[src/rtl/lwkr_pkg.sv]
// Shared types and constants for the longest-window-with-k-repeats block.
// No dependencies; every other file of the block imports this package.
package lwkr_pkg;

	// payload widths of the item and result channels
	localparam int unsigned VALUE_W = 10;
	localparam int unsigned LEN_W   = 11;

	// number of distinct codes the value field can carry
	localparam int unsigned VALUE_SPAN = 1 << VALUE_W;

	// reciprocal scaling used for the modulo reduction of the value
	localparam int unsigned RECIP_SHIFT = 20;

	// configuration port
	localparam int unsigned DATA_W  = 32;
	localparam int unsigned PADDR_W = 1;
	localparam logic [PADDR_W-1:0] ADDR_MAX_REPEATS = 1'b0;

	// sequencer states
	typedef enum logic [2:0] {
		ST_CLEAR,
		ST_IDLE,
		ST_READ,
		ST_CHECK,
		ST_RET_BUF,
		ST_RET_DEC,
		ST_DRAIN
	} lwkr_state_t;

endpackage

[src/rtl/lwkr_cfg.sv]
// APB-style configuration register for the repeat limit.
// Depends on lwkr_pkg; instantiated by longest_window_k_repeats.
module lwkr_cfg (
	input  logic                          clk,
	input  logic                          arst_n,
	input  logic                          psel,
	input  logic                          penable,
	input  logic                          pwrite,
	input  logic [lwkr_pkg::PADDR_W-1:0]  paddr,
	input  logic [lwkr_pkg::DATA_W-1:0]   pwdata,
	output logic [lwkr_pkg::DATA_W-1:0]   prdata,
	output logic                          pready,
	output logic [lwkr_pkg::LEN_W-1:0]    limit
);
	import lwkr_pkg::*;

	logic [LEN_W-1:0] max_repeats_q;
	logic             wr_en;
	logic             sel_max;

	assign pready = 1'b1;

	// address decode
	always_comb begin
		unique case (paddr)
			ADDR_MAX_REPEATS: sel_max = 1'b1;
			default:          sel_max = 1'b0;
		endcase
	end

	assign wr_en = psel && penable && pwrite && pready && sel_max;

	// register write on the access cycle of a write transfer
	always_ff @(posedge clk or negedge arst_n) begin
		if (!arst_n) begin
			max_repeats_q <= LEN_W'(1);
		end else if (wr_en) begin
			max_repeats_q <= pwdata[LEN_W-1:0];
		end
	end

	// read data
	assign prdata = sel_max ? DATA_W'(max_repeats_q) : '0;

	// a limit of zero behaves as one
	assign limit = (max_repeats_q == '0) ? LEN_W'(1) : max_repeats_q;

endmodule
[config.mk]
export PLATFORM = sky130hd
export DESIGN_NAME = lwkr_cfg
export DESIGN_NICKNAME = d
export VERILOG_FILES = /design/src/rtl/lwkr_pkg.sv /design/src/rtl/lwkr_cfg.sv
export SDC_FILE = /design/constraint.sdc
export NUM_CORES = 1
export LEC_CHECK = 0
export BUFFER_PORTS_ARGS = -buffer_cell sky130_fd_sc_hd__buf_2
export CAP_MARGIN = 20
export CORE_MARGIN = 2
export CORE_UTILIZATION = 37
export DETAILED_ROUTE_END_ITERATION = 12
export PLACE_DENSITY = 0.95
export SYNTH_ARGS = -nofsm -noshare
export SYNTH_HDL_FRONTEND = slang
export SYNTH_SLANG_ARGS = --single-unit
[constraint.sdc]
create_clock -name clk -period 1.62 [get_ports clk]
set_clock_uncertainty 0.1 [all_clocks]
set_input_delay 0.081 -clock clk [delete_from_list [all_inputs] [get_ports clk]]
set_output_delay 0.081 -clock clk [all_outputs]
set_load 0.005 [all_outputs]
---- Word level (Yosys, flattened, before mapping) ----
Cells that the tools add are included.
storage, ports and cells
  flip-flop bits (word level) ............. 11
  input bits .............................. 38
  output and inout port bits .............. 44
  word-level logic and storage cells ...... 8
operators by class
  muxes and demuxes ....................... 3
  reduce and logical (&&, ||, !) cells .... 4
operators by type and width
  cell               number
  $mux 11            2
  $logic_not 11->1   1
  $logic_and 1x1->1  3
  $mux 1             1

---- Logic depth before layout (Yosys ltp) ----
  depth after elaboration ................. 3
  depth in mapped cells ................... 3
  gate-level depth less buffers ........... 2

---- Worst setup path after synthesis ----
OpenSTA, ideal clock, no wires.
  path type ............................... register -> output
  from .................................... reg max_repeats_q[2]
  to ...................................... out limit[0] (netlist name)
  arrival ................................. 0.816 ns
  required time ........................... 1.439 ns
  path slack .............................. 0.623 ns
  cell stages (with the launch flop) ...... 3
  cells stage by stage .................... dfrtp_1 nor4_1 a31o_2
between the ends
  longest elaborated chain between the ends .. 2
RTL lines
  what                      RTL line        RTL
  start: declaration        lwkr_cfg.sv:17  logic [LEN_W-1:0] max_repeats_q;
  start signal: assignment  lwkr_cfg.sv:38  max_repeats_q <= pwdata[LEN_W-1:0];
  $logic_not 11->1          lwkr_cfg.sv:46  assign limit = (max_repeats_q == '0) ? LEN_W'(1) : max_repeats_q;
  $mux 11                   lwkr_cfg.sv:46
  end: declaration          lwkr_cfg.sv:13  output logic [lwkr_pkg::LEN_W-1:0] limit
No other way between the ends.

---- Worst setup path in the final report ----
Same ends and word-level chain as after synthesis.

==> metrics.md <==
| Metric | Value |
|---|---|
| CTS tree | yes |
| Layout cells sized above 1 | 0.4825 |
| RSZ-0062 raised after global routing | no |
| Post-CTS Setup Bufs | 0 |
| Yosys warnings | 0 |
| Final nets | around 150 |
| Initial antenna violation count | 0 |
| Post-DP HPWL | about 1200 um |
| Via/cell ratio | ~4.1 |
| Synth Register Bits | 11 |
| DIE AREA | 0.002497 mm^2 |
| Maximum VDD drop | roughly 0.00052 V |
| Biggest regs | max_repeats_q x11 |
| GRT Overall Usage | 0.1370 |
| # setup viols final | 0 |
| Row count | 16 |
| Dpl ws | between 300 and 400 ps |
| I/O Buffers | 38 |
| Setup crit end kind | output port |
| N_diodes | 0 |
| Result of the run | completed |
| H-tree depth | 1 |
| Routability cong. | ~0.63 |
| Gr ovfl total | 0 |
| Slew Limit Fails | 0 |
| Most flops, register | max_repeats_q |
| Sequential cell area fraction in the yosys report | 0.3536 |
| Via count | 576 |
| Vias in the first global route | approximately 540 |
| Clock sink count | 11 |
| Commonest non-fill, non-tap cell in the layout | buf_2 |
| Worst setup path category | flip-flop to output port |
| Crit start category | flip-flop |
| Cell breakdown of the critical path | nor4_1, a31o_2, buf_2 |
| Overall Power | ~0.91 mW |
| CTS buffer count | 3 |
| Hold crit path type | input pin to asynchronous set/reset pin |
| Setup TNS | 0 ps |
| R2r setup slk | 710 ps |
| Lkg Pwr | slightly below 0.6 nW |
| Largest register FFs | 11 |
| Max Clk Rate | 0.6722 GHz |
| Max-cap violations | 0 |
| Root Driver | clkbuf_4 |
| Die H | about 50 um |
| Wirelength per Cell | about 11 um |
| I/O Pins | between 80 and 90 |
| Syn avg cell area | ~11 um^2 |
| Most frequent cells in the layout | buf_2 (38), conb_1 (22), dlygate4sd3_1 (12) |
| Die W | between 40 and 50 um |
| Worst endpoint data arrival time | about 1300 ps |
| CP max stage cell | dfrtp_1 |
| Clock Tree Buf Depth | 2 |
| Final Critical Period | about 1500 ps |
| Layout area overhead | 29.12% |
| Final Hold Viols | 0 |
| Worst Slack Setup Final | between 100 and 150 ps |
| Clock slew at reported path FFs | approximately 70 ps |
| Largest stage delay, worst path | ~420 ps |
| WL final | approximately 1500 um |
| Largest net degree at the start of global routing | 13 |
| First-pass GRT wire length | 2484 um |
| Worst-Skew Late Latency | around 270 ps |
| Drt initial violations | 1 |
| Drt pass-1 iters | 2 |
| # DRC | 0 |
| Mapped Area | 782.0 um^2 |
| Core Area | 0.001982 mm^2 |
| DRT antenna net count | 0 |
| Worst-path fanout max | 4 |
| Data required time of the worst path | ~1400 ps |
| P per Cell Area | roughly 900 mW/mm^2 |
| Starting Density | 0.3946 |
| Netlist cell types | 14 |
| Final period utilization | 0.9183 |
| Cells after Synth | 74 |
cells in the mapped netlist:
master	instances	area (um^2)
buf_4	22	165.2
nor2b_1	10	62.56
buf_6	1	11.26
clkbuf_1	11	41.29
nor4_1	2	12.51
dfrtp_1	10	250.2
mux2_2	1	11.26
nand4b_4	1	23.77
nor2_1	1	3.750
conb_1	2	7.510
mux2_4	10	150.1
and2b_1	1	7.510
dfstp_2	1	26.28
a31o_2	1	8.760
stage by stage:
step | hold WS [ps] | cell area [um^2] | utilization | instances
2_1_floorplan | -314.6 | 857.1 | - | 94
3_3_place_gp | -147.2 | 863.3 | 0.4356 | 125
3_5_place_dp | -139.4 | 863.3 | 0.4356 | 125
4_1_cts | 95.23 | 1010 | 0.5095 | 141
5_1_grt | 134.3 | 1010 | 0.5095 | 141
6_report | 102.8 | 1010 | 0.5095 | 141
repair_timing:
item,in CTS,in global routing
hold buffers,12,0
resized for setup,0,0
endpoints found under the hold margin,22,0
power breakdown:
part | switching [mW] | total (mW) | leakage, nW | internal (mW)
combinational | 0.111 | 0.315 | 0.432 | 0.204
sequential | 0.0606 | 0.400 | 0.131 | 0.340
clock | 0.0944 | 0.190 | 0.0150 | 0.0954
worst paths after layout:
check,from,to,cells after the start
min in group clk,pwrite,max_repeats_q[3],3
max in group asynchronous,arst_n,max_repeats_q[0],2
min,arst_n,max_repeats_q[3],2
min reg2reg,max_repeats_q[3],max_repeats_q[3],1
max,max_repeats_q[2],limit[0],3
max reg2reg,max_repeats_q[2],max_repeats_q[2],1
cell type report:
cell class                      count  area (um^2)
Clock buffer                        4        26.28
Fill cell                         189        972.2
Multi-Input combinational cell     49        362.8
Sequential cell                    11        276.5
Tap cell                           27        33.78
Timing Repair Buffer               50        310.3
cells by family (layout without fill, tap and decap cells):
| kind of cell | Yosys count | in the layout | share of synthesized area |
|---|---|---|---|
| flops | 11 | 11 | 0.3536 |
| other cells | 2 | 22 | 0.009604 |
| simple gates | 15 | 15 | 0.1408 |
| mux | 11 | 11 | 0.2064 |
| compound gates | 1 | 1 | 0.01120 |
| buf+inv | 34 | 54 | 0.2784 |
critical path: cells and delay by family (launching register included):
family	cells	cell delay (ps)
DFF	1	420
buffers and inverters	1	100
and+or+nand+nor	1	320
AOI/OAI and AO/OA	1	190
layer usage:
layer  wire [um]  global-route usage  share of wire
met5           0                   0              0
met4          21             0.06944          0.014
met2         802              0.2422           0.52
met3         146             0.04242          0.095
met1         558              0.1450           0.36
(Power assumes the default switching activity.)
